[config.mk]
export PLATFORM = sky130hd
export DESIGN_NAME = keypad_four_function_calculator_top
export DESIGN_NICKNAME = d
export VERILOG_FILES = /design/src/rtl/kfc_pkg.sv /design/src/rtl/kfc_serial_alu.sv /design/src/rtl/keypad_four_function_calculator_top.sv
export VERILOG_INCLUDE_DIRS = /design/src /design/src/rtl
export SDC_FILE = /design/constraint.sdc
export NUM_CORES = 1
export LEC_CHECK = 0
export BUFFER_PORTS_ARGS = -buffer_cell sky130_fd_sc_hd__clkbuf_2
export CELL_PAD_IN_SITES_DETAIL_PLACEMENT = 1
export CELL_PAD_IN_SITES_GLOBAL_PLACEMENT = 2
export CORE_MARGIN = 5
export CORE_UTILIZATION = 43
export DETAILED_ROUTE_END_ITERATION = 8
export PLACE_DENSITY = 0.89
export SLEW_MARGIN = 15
export SYNTH_ARGS = -nofsm -noshare
export SYNTH_HDL_FRONTEND = slang
export SYNTH_SLANG_ARGS = --single-unit
[constraint.sdc]
create_clock -name clk -period 33 [get_ports clk]
set_input_delay 3.3 -clock clk [delete_from_list [all_inputs] [get_ports clk]]
set_output_delay 3.3 -clock clk [all_outputs]
set_load 0.02 [all_outputs]
[src/rtl/assert_macros.svh]
// assertion macros shared by the rtl files
`ifndef ASSERT_MACROS_SVH
`define ASSERT_MACROS_SVH

`ifndef SYNTH
// same-cycle implication, checked out of reset
`define ASSERT_IMPLIES(lbl, clk, rst_n, ante, cons, msg) \
  lbl: assert property (@(posedge clk) disable iff (!rst_n) (ante) |-> (cons)) \
    else $error(msg);
// next-cycle implication, checked out of reset
`define ASSERT_NEXT(lbl, clk, rst_n, ante, cons, msg) \
  lbl: assert property (@(posedge clk) disable iff (!rst_n) (ante) |=> (cons)) \
    else $error(msg);
`else
`define ASSERT_IMPLIES(lbl, clk, rst_n, ante, cons, msg)
`define ASSERT_NEXT(lbl, clk, rst_n, ante, cons, msg)
`endif

`endif

[src/rtl/kfc_pkg.sv]
// types, key codes and sizes shared by the calculator rtl
package kfc_pkg;

  localparam int MAX_DIGITS_DEF = 8;
  localparam int KEY_W          = 8;
  localparam int OPND_W         = 27;
  localparam int CNT_W          = 4;
  localparam int RES_W          = 61;
  localparam int SUM_W          = OPND_W + 2;
  localparam int DIV_W          = 34;
  localparam int HUNDRED        = 100;
  localparam int SCALE_STEPS    = 7;
  localparam int MUL_STEPS      = OPND_W;
  localparam int STEP_W         = 6;

  localparam logic [KEY_W-1:0] KEY_0     = 8'h30;
  localparam logic [KEY_W-1:0] KEY_9     = 8'h39;
  localparam logic [KEY_W-1:0] KEY_PLUS  = 8'h2B;
  localparam logic [KEY_W-1:0] KEY_MINUS = 8'h2D;
  localparam logic [KEY_W-1:0] KEY_TIMES = 8'h2A;
  localparam logic [KEY_W-1:0] KEY_SLASH = 8'h2F;
  localparam logic [KEY_W-1:0] KEY_EQ    = 8'h3D;
  localparam logic [KEY_W-1:0] KEY_CLR   = 8'h43;

  typedef enum logic [2:0] {
    OP_NONE = 3'd0,
    OP_ADD  = 3'd1,
    OP_SUB  = 3'd2,
    OP_MUL  = 3'd3,
    OP_DIV  = 3'd4
  } kfc_op_t;

  typedef enum logic [2:0] {
    EV_DIGIT    = 3'd0,
    EV_OPERATOR = 3'd1,
    EV_RESULT   = 3'd2,
    EV_CLEARED  = 3'd3,
    EV_IGNORED  = 3'd4
  } kfc_event_t;

  typedef enum logic [2:0] {
    ALU_IDLE,
    ALU_SCALE,
    ALU_MUL,
    ALU_DIV,
    ALU_DONE
  } kfc_alu_state_t;

  typedef struct packed {
    logic    start;
    kfc_op_t op;
  } kfc_alu_req_t;

  typedef struct packed {
    logic busy;
    logic done;
  } kfc_alu_sts_t;

endpackage

[src/rtl/kfc_serial_alu.sv]
// bit-serial scale, multiply and restoring divide unit for the '=' key
module kfc_serial_alu (
  input  logic                            clk,
  input  logic                            rst_n,
  input  kfc_pkg::kfc_alu_req_t           req,
  input  logic signed [kfc_pkg::SUM_W-1:0] x_val,
  input  logic [kfc_pkg::OPND_W-1:0]      y_val,
  output kfc_pkg::kfc_alu_sts_t           sts,
  output logic [kfc_pkg::RES_W-1:0]       result
);

  localparam int RW = kfc_pkg::RES_W;
  localparam int OW = kfc_pkg::OPND_W;
  localparam int DW = kfc_pkg::DIV_W;
  localparam int SW = kfc_pkg::STEP_W;

  kfc_pkg::kfc_alu_state_t state_r, state_nxt;
  kfc_pkg::kfc_op_t        op_r;

  logic [RW-1:0] acc_r;
  logic [RW-1:0] mcand_r;
  logic [OW-1:0] mult_r;
  logic [OW-1:0] y_r;
  logic [OW-1:0] rem_r;
  logic [SW-1:0] cnt_r;

  logic [RW-1:0] add_sum;
  logic [OW:0]   r_sh;
  logic [OW:0]   r_diff;
  logic          r_ge;
  logic          last_step;

  // one multiplier bit per cycle
  assign add_sum   = acc_r + (mult_r[0] ? mcand_r : '0);
  // one quotient bit per cycle
  assign r_sh      = {rem_r, acc_r[DW-1]};
  assign r_diff    = r_sh - {1'b0, y_r};
  assign r_ge      = (r_sh >= {1'b0, y_r});
  assign last_step = (cnt_r == SW'(1));
  assign result    = acc_r;

  always_comb begin
    state_nxt = state_r;
    case (state_r)
      kfc_pkg::ALU_IDLE: begin
        if (req.start) state_nxt = kfc_pkg::ALU_SCALE;
      end
      kfc_pkg::ALU_SCALE: begin
        if (last_step) begin
          if (op_r == kfc_pkg::OP_MUL) state_nxt = kfc_pkg::ALU_MUL;
          else if (op_r == kfc_pkg::OP_DIV && y_r != '0) state_nxt = kfc_pkg::ALU_DIV;
          else state_nxt = kfc_pkg::ALU_DONE;
        end
      end
      kfc_pkg::ALU_MUL: begin
        if (last_step) state_nxt = kfc_pkg::ALU_DONE;
      end
      kfc_pkg::ALU_DIV: begin
        if (last_step) state_nxt = kfc_pkg::ALU_DONE;
      end
      kfc_pkg::ALU_DONE: begin
        state_nxt = kfc_pkg::ALU_IDLE;
      end
      default: state_nxt = kfc_pkg::ALU_IDLE;
    endcase
  end

  always_comb begin
    sts.busy = (state_r != kfc_pkg::ALU_IDLE);
    sts.done = (state_r == kfc_pkg::ALU_DONE);
  end

  always_ff @(posedge clk) begin
    if (!rst_n) begin
      state_r <= kfc_pkg::ALU_IDLE;
    end else begin
      state_r <= state_nxt;
    end
  end

  always_ff @(posedge clk) begin
    case (state_r)
      kfc_pkg::ALU_IDLE: begin
        if (req.start) begin
          mcand_r <= {{(RW-kfc_pkg::SUM_W){x_val[kfc_pkg::SUM_W-1]}}, x_val};
          mult_r  <= OW'(kfc_pkg::HUNDRED);
          y_r     <= y_val;
          op_r    <= req.op;
          acc_r   <= '0;
          cnt_r   <= SW'(kfc_pkg::SCALE_STEPS);
        end
      end
      kfc_pkg::ALU_SCALE, kfc_pkg::ALU_MUL: begin
        if (state_r == kfc_pkg::ALU_SCALE && last_step && op_r == kfc_pkg::OP_MUL) begin
          // scaled first operand feeds the second pass
          mcand_r <= add_sum;
          mult_r  <= y_r;
          acc_r   <= '0;
          cnt_r   <= SW'(kfc_pkg::MUL_STEPS);
        end else if (state_r == kfc_pkg::ALU_SCALE && last_step &&
                     op_r == kfc_pkg::OP_DIV) begin
          // scaled first operand becomes the dividend
          acc_r <= (y_r == '0) ? '0 : add_sum;
          rem_r <= '0;
          cnt_r <= SW'(DW);
        end else begin
          acc_r   <= add_sum;
          mcand_r <= {mcand_r[RW-2:0], 1'b0};
          mult_r  <= {1'b0, mult_r[OW-1:1]};
          cnt_r   <= cnt_r - SW'(1);
        end
      end
      kfc_pkg::ALU_DIV: begin
        acc_r <= {acc_r[RW-1:DW], acc_r[DW-2:0], r_ge};
        rem_r <= r_ge ? r_diff[OW-1:0] : r_sh[OW-1:0];
        cnt_r <= cnt_r - SW'(1);
      end
      default: begin
      end
    endcase
  end

endmodule

[src/rtl/keypad_four_function_calculator_top.sv]
// keypad four-function calculator: key decode, operand entry and result output
// digit, operator, clear, ignored keys and '=' with no operator are answered on the next cycle
// '=' with an operator is answered when the bit-serial unit finishes: 7 scale steps, then
//   27 multiply or 34 divide steps (add, subtract and divide by zero need only the scale steps)
// one transaction at a time: a new key is taken once the unit is free and the output slot drains
// reset (rst_n low, synchronous): operands, counts, operator and last result read as zero
`include "assert_macros.svh"

module keypad_four_function_calculator_top #(
  parameter int MAX_DIGITS = kfc_pkg::MAX_DIGITS_DEF
) (
  input  logic                                clk,
  input  logic                                rst_n,
  input  logic                                in_valid,
  output logic                                in_stall,
  input  logic [kfc_pkg::KEY_W-1:0]           in_key_code,
  output logic                                out_valid,
  input  logic                                out_stall,
  output logic [2:0]                          out_event_kind,
  output logic signed [kfc_pkg::RES_W-1:0]    out_result_hundredths
);

  localparam int OW = kfc_pkg::OPND_W;
  localparam int CW = kfc_pkg::CNT_W;
  localparam int SW = kfc_pkg::SUM_W;

  // operand entry state
  logic [OW-1:0]    first_op_r, first_op_nxt;
  logic [OW-1:0]    second_op_r, second_op_nxt;
  logic [CW-1:0]    first_cnt_r, first_cnt_nxt;
  logic [CW-1:0]    second_cnt_r, second_cnt_nxt;
  kfc_pkg::kfc_op_t op_r, op_nxt;
  logic             second_r, second_nxt;
  logic [kfc_pkg::RES_W-1:0] last_result_r, last_result_nxt;

  // output slot
  logic                 out_valid_r, out_valid_nxt;
  kfc_pkg::kfc_event_t  out_kind_r, out_kind_nxt;

  logic                  in_accept;
  logic [3:0]            digit;
  logic [OW-1:0]         cur_op;
  logic [OW-1:0]         cur_times10;
  logic signed [SW-1:0]  alu_x;
  logic [kfc_pkg::RES_W-1:0] alu_result;
  kfc_pkg::kfc_alu_req_t alu_req;
  kfc_pkg::kfc_alu_sts_t alu_sts;

  // a key waits while the serial unit runs or while the previous transaction is held
  assign in_stall  = alu_sts.busy || (out_valid_r && out_stall);
  assign in_accept = in_valid && !in_stall;

  assign digit       = 4'(in_key_code - kfc_pkg::KEY_0);
  assign cur_op      = second_r ? second_op_r : first_op_r;
  // times ten as two shifted copies
  assign cur_times10 = OW'({cur_op, 3'b000} + {cur_op, 1'b0}) + OW'(digit);

  // add and subtract fold into one signed operand, scaled by 100 in the unit
  always_comb begin
    case (op_r)
      kfc_pkg::OP_ADD: alu_x = SW'({2'b00, first_op_r}) + SW'({2'b00, second_op_r});
      kfc_pkg::OP_SUB: alu_x = SW'({2'b00, first_op_r}) - SW'({2'b00, second_op_r});
      default:         alu_x = SW'({2'b00, first_op_r});
    endcase
  end

  always_comb begin
    first_op_nxt    = first_op_r;
    second_op_nxt   = second_op_r;
    first_cnt_nxt   = first_cnt_r;
    second_cnt_nxt  = second_cnt_r;
    op_nxt          = op_r;
    second_nxt      = second_r;
    last_result_nxt = last_result_r;
    out_kind_nxt    = out_kind_r;
    out_valid_nxt   = out_valid_r && out_stall;
    alu_req.start   = 1'b0;
    alu_req.op      = op_r;

    if (alu_sts.done) begin
      // unit finished: the output slot is free by construction
      last_result_nxt = alu_result;
      out_kind_nxt    = kfc_pkg::EV_RESULT;
      out_valid_nxt   = 1'b1;
    end

    if (in_accept) begin
      out_kind_nxt  = kfc_pkg::EV_IGNORED;
      out_valid_nxt = 1'b1;
      case (in_key_code) inside
        [kfc_pkg::KEY_0:kfc_pkg::KEY_9]: begin
          if (!second_r) begin
            if (first_cnt_r < CW'(MAX_DIGITS)) begin
              first_op_nxt  = cur_times10;
              first_cnt_nxt = first_cnt_r + CW'(1);
              out_kind_nxt  = kfc_pkg::EV_DIGIT;
            end
          end else begin
            if (second_cnt_r < CW'(MAX_DIGITS)) begin
              second_op_nxt  = cur_times10;
              second_cnt_nxt = second_cnt_r + CW'(1);
              out_kind_nxt   = kfc_pkg::EV_DIGIT;
            end
          end
        end
        kfc_pkg::KEY_PLUS, kfc_pkg::KEY_MINUS, kfc_pkg::KEY_TIMES, kfc_pkg::KEY_SLASH: begin
          // a second operator is dropped
          if (!second_r) begin
            second_nxt   = 1'b1;
            out_kind_nxt = kfc_pkg::EV_OPERATOR;
            case (in_key_code)
              kfc_pkg::KEY_PLUS:  op_nxt = kfc_pkg::OP_ADD;
              kfc_pkg::KEY_MINUS: op_nxt = kfc_pkg::OP_SUB;
              kfc_pkg::KEY_TIMES: op_nxt = kfc_pkg::OP_MUL;
              default:            op_nxt = kfc_pkg::OP_DIV;
            endcase
          end
        end
        kfc_pkg::KEY_EQ: begin
          out_kind_nxt = kfc_pkg::EV_RESULT;
          // with an operator held the transaction is answered when the unit finishes
          if (op_r != kfc_pkg::OP_NONE) begin
            alu_req.start = 1'b1;
            out_valid_nxt = 1'b0;
          end
          first_op_nxt   = '0;
          second_op_nxt  = '0;
          first_cnt_nxt  = '0;
          second_cnt_nxt = '0;
          second_nxt     = 1'b0;
        end
        kfc_pkg::KEY_CLR: begin
          out_kind_nxt   = kfc_pkg::EV_CLEARED;
          first_op_nxt   = '0;
          second_op_nxt  = '0;
          first_cnt_nxt  = '0;
          second_cnt_nxt = '0;
          second_nxt     = 1'b0;
        end
        default: begin
          // no key or unknown key leaves everything alone
        end
      endcase
    end
  end

  always_ff @(posedge clk) begin
    if (!rst_n) begin
      first_op_r    <= '0;
      second_op_r   <= '0;
      first_cnt_r   <= '0;
      second_cnt_r  <= '0;
      op_r          <= kfc_pkg::OP_NONE;
      second_r      <= 1'b0;
      last_result_r <= '0;
      out_valid_r   <= 1'b0;
      out_kind_r    <= kfc_pkg::EV_IGNORED;
    end else begin
      first_op_r    <= first_op_nxt;
      second_op_r   <= second_op_nxt;
      first_cnt_r   <= first_cnt_nxt;
      second_cnt_r  <= second_cnt_nxt;
      op_r          <= op_nxt;
      second_r      <= second_nxt;
      last_result_r <= last_result_nxt;
      out_valid_r   <= out_valid_nxt;
      out_kind_r    <= out_kind_nxt;
    end
  end

  kfc_serial_alu u_alu (
    .clk    (clk),
    .rst_n  (rst_n),
    .req    (alu_req),
    .x_val  (alu_x),
    .y_val  (second_op_r),
    .sts    (alu_sts),
    .result (alu_result)
  );

  // the result register only moves while no transaction is on offer, so it drives the port
  assign out_valid             = out_valid_r;
  assign out_event_kind        = out_kind_r;
  assign out_result_hundredths = last_result_r;

  // a key that needs no arithmetic is answered on the next cycle
  `ASSERT_NEXT(a_quick_answer, clk, rst_n, in_accept && !alu_req.start, out_valid_r, "quick key not answered")
  // no key is taken while the unit runs
  `ASSERT_IMPLIES(a_busy_stalls, clk, rst_n, alu_sts.busy, in_stall, "key taken while unit busy")
  // the unit never finishes over a pending transaction
  `ASSERT_IMPLIES(a_done_slot_free, clk, rst_n, alu_sts.done, !out_valid_r, "result overwrites pending output")
  // starting the unit leaves the output slot empty until it finishes
  `ASSERT_NEXT(a_start_holds_out, clk, rst_n, alu_req.start, !out_valid_r && alu_sts.busy, "output raised before result")

endmodule
* Word level (Yosys, flattened, before mapping)
Cells that the tools add are included.
** Operators by class
- $add $sub $neg :: 10
- Multipliers :: 0
- Div/mod/pow operators :: 0
- Order comparisons :: 5
- Equal/unequal tests :: 26
- Shifts and indexed selects :: 0
- Muxes and demuxes :: 73
- Bitwise gates (word level) :: 3
- Reductions and logical operators :: 33
** Operator list (number)
- two-way mux 61 bit :: 8
- two-way mux 27 bit :: 15
- case mux 61 bit (3 select lines) :: 1
- case mux 61 bit (2 select lines) :: 1
- case mux 27 bit (2 select lines) :: 2
- adder 61 bit :: 1
- case mux 29 bit (2 select lines) :: 1
- two-way mux 3 bit :: 15
- equality test 8 x 6 -> 1 bit, second input constant :: 5
- two-way mux 4 bit :: 9
- adder 27 x 27 -> 28 bit :: 1
- greater-or-equal comparator 28 x 27 -> 1 bit :: 1
- subtractor 27 x 27 -> 28 bit :: 1
- adder 27 bit :: 1
- adder 27 x 4 -> 27 bit :: 1
- logical NOT 27 bit :: 1
- nonzero test 27 bit :: 1
- subtractor 27 bit :: 1
- two-way mux 26 bit :: 1
- two-way mux 6 bit :: 3
- case mux 3 bit (3 select lines) :: 2
- case mux 6 bit (3 select lines) :: 1
- AND reduction 3 bit :: 5
- nonzero test 3 bit :: 5
- 26 further kinds :: 67
** Word-level totals
- Register bits after elaboration :: 346
- Latch bits :: 0
- Bits in writable memories :: 0
- Bits in read-only memories :: 0
- Input port bits :: 12
- Output and inout bits :: 66
- Logic and storage cells :: 168
- Memories :: 0

* Longest topological paths before layout
- Depth after elaboration :: 8
- Gate-level depth with buffers :: 18

* Cells and area by module
From an unflattened synthesis, not the netlist that was laid out.
** Unflattened totals
- Cells, all modules :: 2711
- Area total of the unflattened synthesis :: 24529.8 um^2
** Modules (own cells, without submodules)
- kfc_serial_alu :: times used 1, cells an instance 1495, area an instance 14508.9 um^2, sequential area each 6426.2 um^2
- keypad_four_function_calculator_top :: times used 1, cells an instance 1216, area an instance 10020.9 um^2, sequential area each 2622.5 um^2

* Worst setup path after synthesis
OpenSTA, ideal clock, no wires.
- Kind :: input to register
- Start point :: input port in_key_code[7] (netlist bit)
- End point :: register u_alu.mcand_r[0] (enable)
- Library setup time :: 0.544 ns
- Arrival time :: 12.482 ns
- Required time :: 32.456 ns
- Slack :: 19.974 ns
- Cell stages on the path :: 7
- Path buffers :: 0
- Cell sequence :: nor4bb_1 -> and3_1 -> o31ai_1 -> or2_2 -> a21oi_1 -> a21boi_0 -> nor2b_1
** Between the ends
- Cells in the longest elaborated chain, start to end :: 7
- Elaborated cells on any way between the ends :: 15
- Those cells by class :: 2 x order compare; 6 x eq/ne; 4 x mux; 3 x reduce/logical
** Ends and longest elaborated chain
- start: declaration :: line keypad_four_function_calculator_top.sv:16 : input logic [kfc_pkg::KEY_W-1:0] in_key_code,
- parallel branches: the longest is 3 deep, another holds greater-or-equal comparator 8 x 6 -> 1 bit
- two-way mux 1 bit * :: line keypad_four_function_calculator_top.sv:90 : case (in_key_code) inside
- two-way mux 1 bit * :: line keypad_four_function_calculator_top.sv:87 : if (in_accept) begin
- != test 2 bit (no source line) *
- AND reduction 3 bit (no source line) *
- end signal: assignment :: line kfc_serial_alu.sv:85 : mcand_r <= {{(RW-kfc_pkg::SUM_W){x_val[kfc_pkg::SUM_W-1]}}, x_val};
- end signal: assignment :: line kfc_serial_alu.sv:96 : mcand_r <= add_sum;
- end signal: assignment :: line kfc_serial_alu.sv:108 : mcand_r <= {mcand_r[RW-2:0], 1'b0};
- end: declaration :: line kfc_serial_alu.sv:21 : logic [RW-1:0] mcand_r;
Mark *: on every way between the ends.
A chain may end at the register's enable or synchronous reset.

* Worst setup path after layout
- Start point :: input port in_key_code[7] (netlist bit)
- End point :: register u_alu.mcand_r[49] (enable)
The elaborated chain is that of the path after synthesis.

==> results.md <==
- TNS Setup: 0 ps
- CTS Root Cell: clkbuf_16
- Post-Route WL: 77070 um
- Setup bufs post-CTS: 0
- Yosys top cell by area: edfxtp_1
- Total CTS buffers: 42
- GRT overflow: 0
- Post-synth EDFFs: 212
- # IOs: 78
- Initial Utilization: 43.18%
- Final instance area: approximately 27000 um^2
- Adder-Cell Fraction of Synth Area: a little over a tenth
- Largest net degree at the start of global routing: roughly 80
- Tmin final: ~7000 ps
- Share of cells above drive strength 1: between 9 and 10%
- Final Wtd Congestion: between 0.9 and 1
- Simple logic cell fraction of the synthesized area: approximately 18%
- Setup crit start kind: input pin
- Max Cap Viol: 0
- Yosys cell types: ~110
- DRC viols: 0
- Initial antenna violation count: 2
- Post-place setup slack: 24690 ps
- Slew headroom: 23.82%
- Main combinational cell family by area after synthesis: compound AO/OA/AOI/OAI gates
- First-pass GRT wire length: 122300 um
- CTS Hold Bufs: 0
- Core area: 56060 um^2
- Worst setup margin: ~26000 ps
- Cells after Synth: about 2800
- Unrepaired setup endpoints after global routing: no
- Final hold vios: 0
- Synth Area in Compound Gates: 23.15%
- CTS tree: built
- CP Class: in -> reg
- Most frequent cell after synthesis: nand2_1
- Power Total: ~940 uW
- Insertion delay to the later sink of the worst-skew pair: around 590 ps
- Pwr dens: 35.46 nW/um^2
- CP Data Arrival Time: between 7000 and 8000 ps
- Via density: roughly 6
- Reg2reg start: u_alu.mult_r[0]$_SDFFCE_PP0P_
- Hold WC Path Type: reg -> reg
- Cell leakage power: between 0.01 and 0.015 uW
- Critical Path RT: 33210 ps
- Final net count: between 2000 and 3000
- DRT iter0 DRCs: around 1300
- DP Area: between 20000 and 30000 um^2
- Placement Rows: between 80 and 90
- Final Max Tran Viols: 0
- Chip Height: 247.3 um
- Detailed placement HPWL: about 56000 um
- Top FF cell, synth: edfxtp_1
- Post-Syn Area per Cell: 8.794 um^2
- Post-synthesis sequential area ratio: 37.38%
- Status: finished, final reports clean
- Port bufs: 77
- Worst setup EP type: flop
- Pre-antenna DRT Iters: 6
- FF+latch count, synth: approximately 350
- Period utilisation layout: 21.41%
- Max VDD drop: roughly 0.000030 V
- Antenna diodes: 0
- Sink Count: ~350
- Synth Area in XOR/XNOR: between 3 and 4%
- Worst-path clk slew: roughly 60 ps
- Cell area after synthesis: 24210 um^2
- Crit path from: in_key_code[7]
- Layout area overhead: 9.716%
- Crit-path max FO: 46
- Final setup fails: 0
- Worst-case clock buffer depth: 3
- Skew final: around 27 ps
- Max Clk Rate: 0.1416 GHz
- Synth top area cells: edfxtp_1, dfxtp_1, ha_1, a21oi_1, nand2_1
- Die Area: ~60000 um^2
- Slew @ Worst Pin: 1133 ps
- Via count: approximately 21000
- Die X: 247.3 um
- Vias in the first global route: between 20000 and 25000
- WL/cell: approximately 22 um
- # resized after CTS: 0
- Mux cell area share after synthesis: about 1.9%
- Hold wc startpoint: out_result_hundredths[44]$_SDFFE_PN0P_
- Antenna viol nets, final: 0
- H-tree depth: 2
- Post-synth ARST share: 0%
- Mapped Nets: between 2000 and 3000
- Tot GR Track Use: around a quarter
- Yosys Warn Count: 0
- Commonest cells post-synth: nand2_1, a21oi_1, edfxtp_1
- Top cell type's share of synthesized area: 26.30%
==> metal layers <==
metal  track usage (%)  up-vias  part of all wire [%]
met5                 0        -                     0
met4             6.919        0                   2.8
met3             3.134      120                   4.4
met2             42.69      414                    48
met1             32.97    10606                    44
li1                  -    10050                     -
==> registers in the layout, summed over array words and instances, names as in the netlist <==
register	cells
second_cnt_r	4
u_alu.y_r	27
first_op_r	27
first_cnt_r	4
second_r	1
out_event_kind	3
u_alu.op_r	3
u_alu.rem_r	27
u_alu.result	61
op_r	3
second_op_r	27
u_alu.cnt_r	6
u_alu.mcand_r	61
out_valid	1
u_alu.mult_r	27
u_alu.state_r	3
out_result_hundredths	61
==> cells by family (layout without fill, tap and decap cells) <==
kind of cell,after synthesis,after routing
compound gates,832,832
xor+xnor,107,107
fa+ha+maj,199,199
buf+inv,272,296
flops,346,346
mux,43,43
simple gates,954,954
==> worst max-delay path, stage by stage <==
cell and delay, ps:
clkbuf_2 100, nor4bb_1 400, and3_1 270, o31ai_1 100, or2_2 370, a21oi_4 160, buf_4 510, a21boi_2 250
buf_4 440, nor2b_4 610, buf_4 650
==> stage by stage <==
step | utilization [%] | hold slack [ps] | cells
finish | 47.38 | 454.4 | 3533
CTS | 47.30 | 457.5 | 3531
detailed placement | 44.78 | 449.5 | 3454
floorplan | - | 448.6 | 2753
global placement | 44.78 | 441.5 | 3454
global route | 47.38 | 479.9 | 3533
==> power by group <==
| group | total (uW) | switching [uW] | internal, uW |
|---|---|---|---|
| Combinational | 8.67 | 6.69 | 1.96 |
| Clock | 479 | 199 | 280 |
| Sequential | 454 | 0.196 | 454 |
| Total | 942 | 206 | 736 |
==> layout by cell type, fill, tap and decap left out, drive strengths merged, types with 23 or more instances in the layout <==
cell / Yosys / layout
a211oi: 23 / 23
a21o: 71 / 71
a21oi: 277 / 277
a22o: 33 / 33
a31oi: 33 / 33
and2: 78 / 78
buf: 47 / 29
clkbuf: 111 / 133
dfxtp: 134 / 134
edfxtp: 212 / 212
ha: 193 / 193
inv: 113 / 116
mux2: 26 / 26
nand2: 346 / 346
nand2b: 28 / 28
nand3: 111 / 111
nor2: 210 / 210
nor3: 54 / 54
o211ai: 41 / 41
o21ai: 136 / 136
xnor2: 67 / 67
xor2: 40 / 40
==> layout make-up <==
class | count | area (um^2)
Clock inverter | 21 | 221.5
Tap cell | 756 | 945.9
Inverter | 113 | 425.4
Clock buffer | 56 | 1189
Multi-Input combinational cell | 2135 | 14100
Fill cell | 6490 | 29500
Sequential cell | 346 | 9049
Timing Repair Buffer | 106 | 635.6
==> path summary, 6_finish.rpt <==
path                                                 end  slack [ps]  cells past startpoint
hold / removal    out_result_hundredths[44]$_SDFFE_PN0P_         450                      2
hold reg to reg   out_result_hundredths[44]$_SDFFE_PN0P_         450                      2
setup reg to reg             u_alu.mcand_r[26]$_DFFE_PP_       28170                     15
setup / recovery             u_alu.mcand_r[49]$_DFFE_PP_       25940                     11
Note: power is estimated with default switching activity, not from simulation.
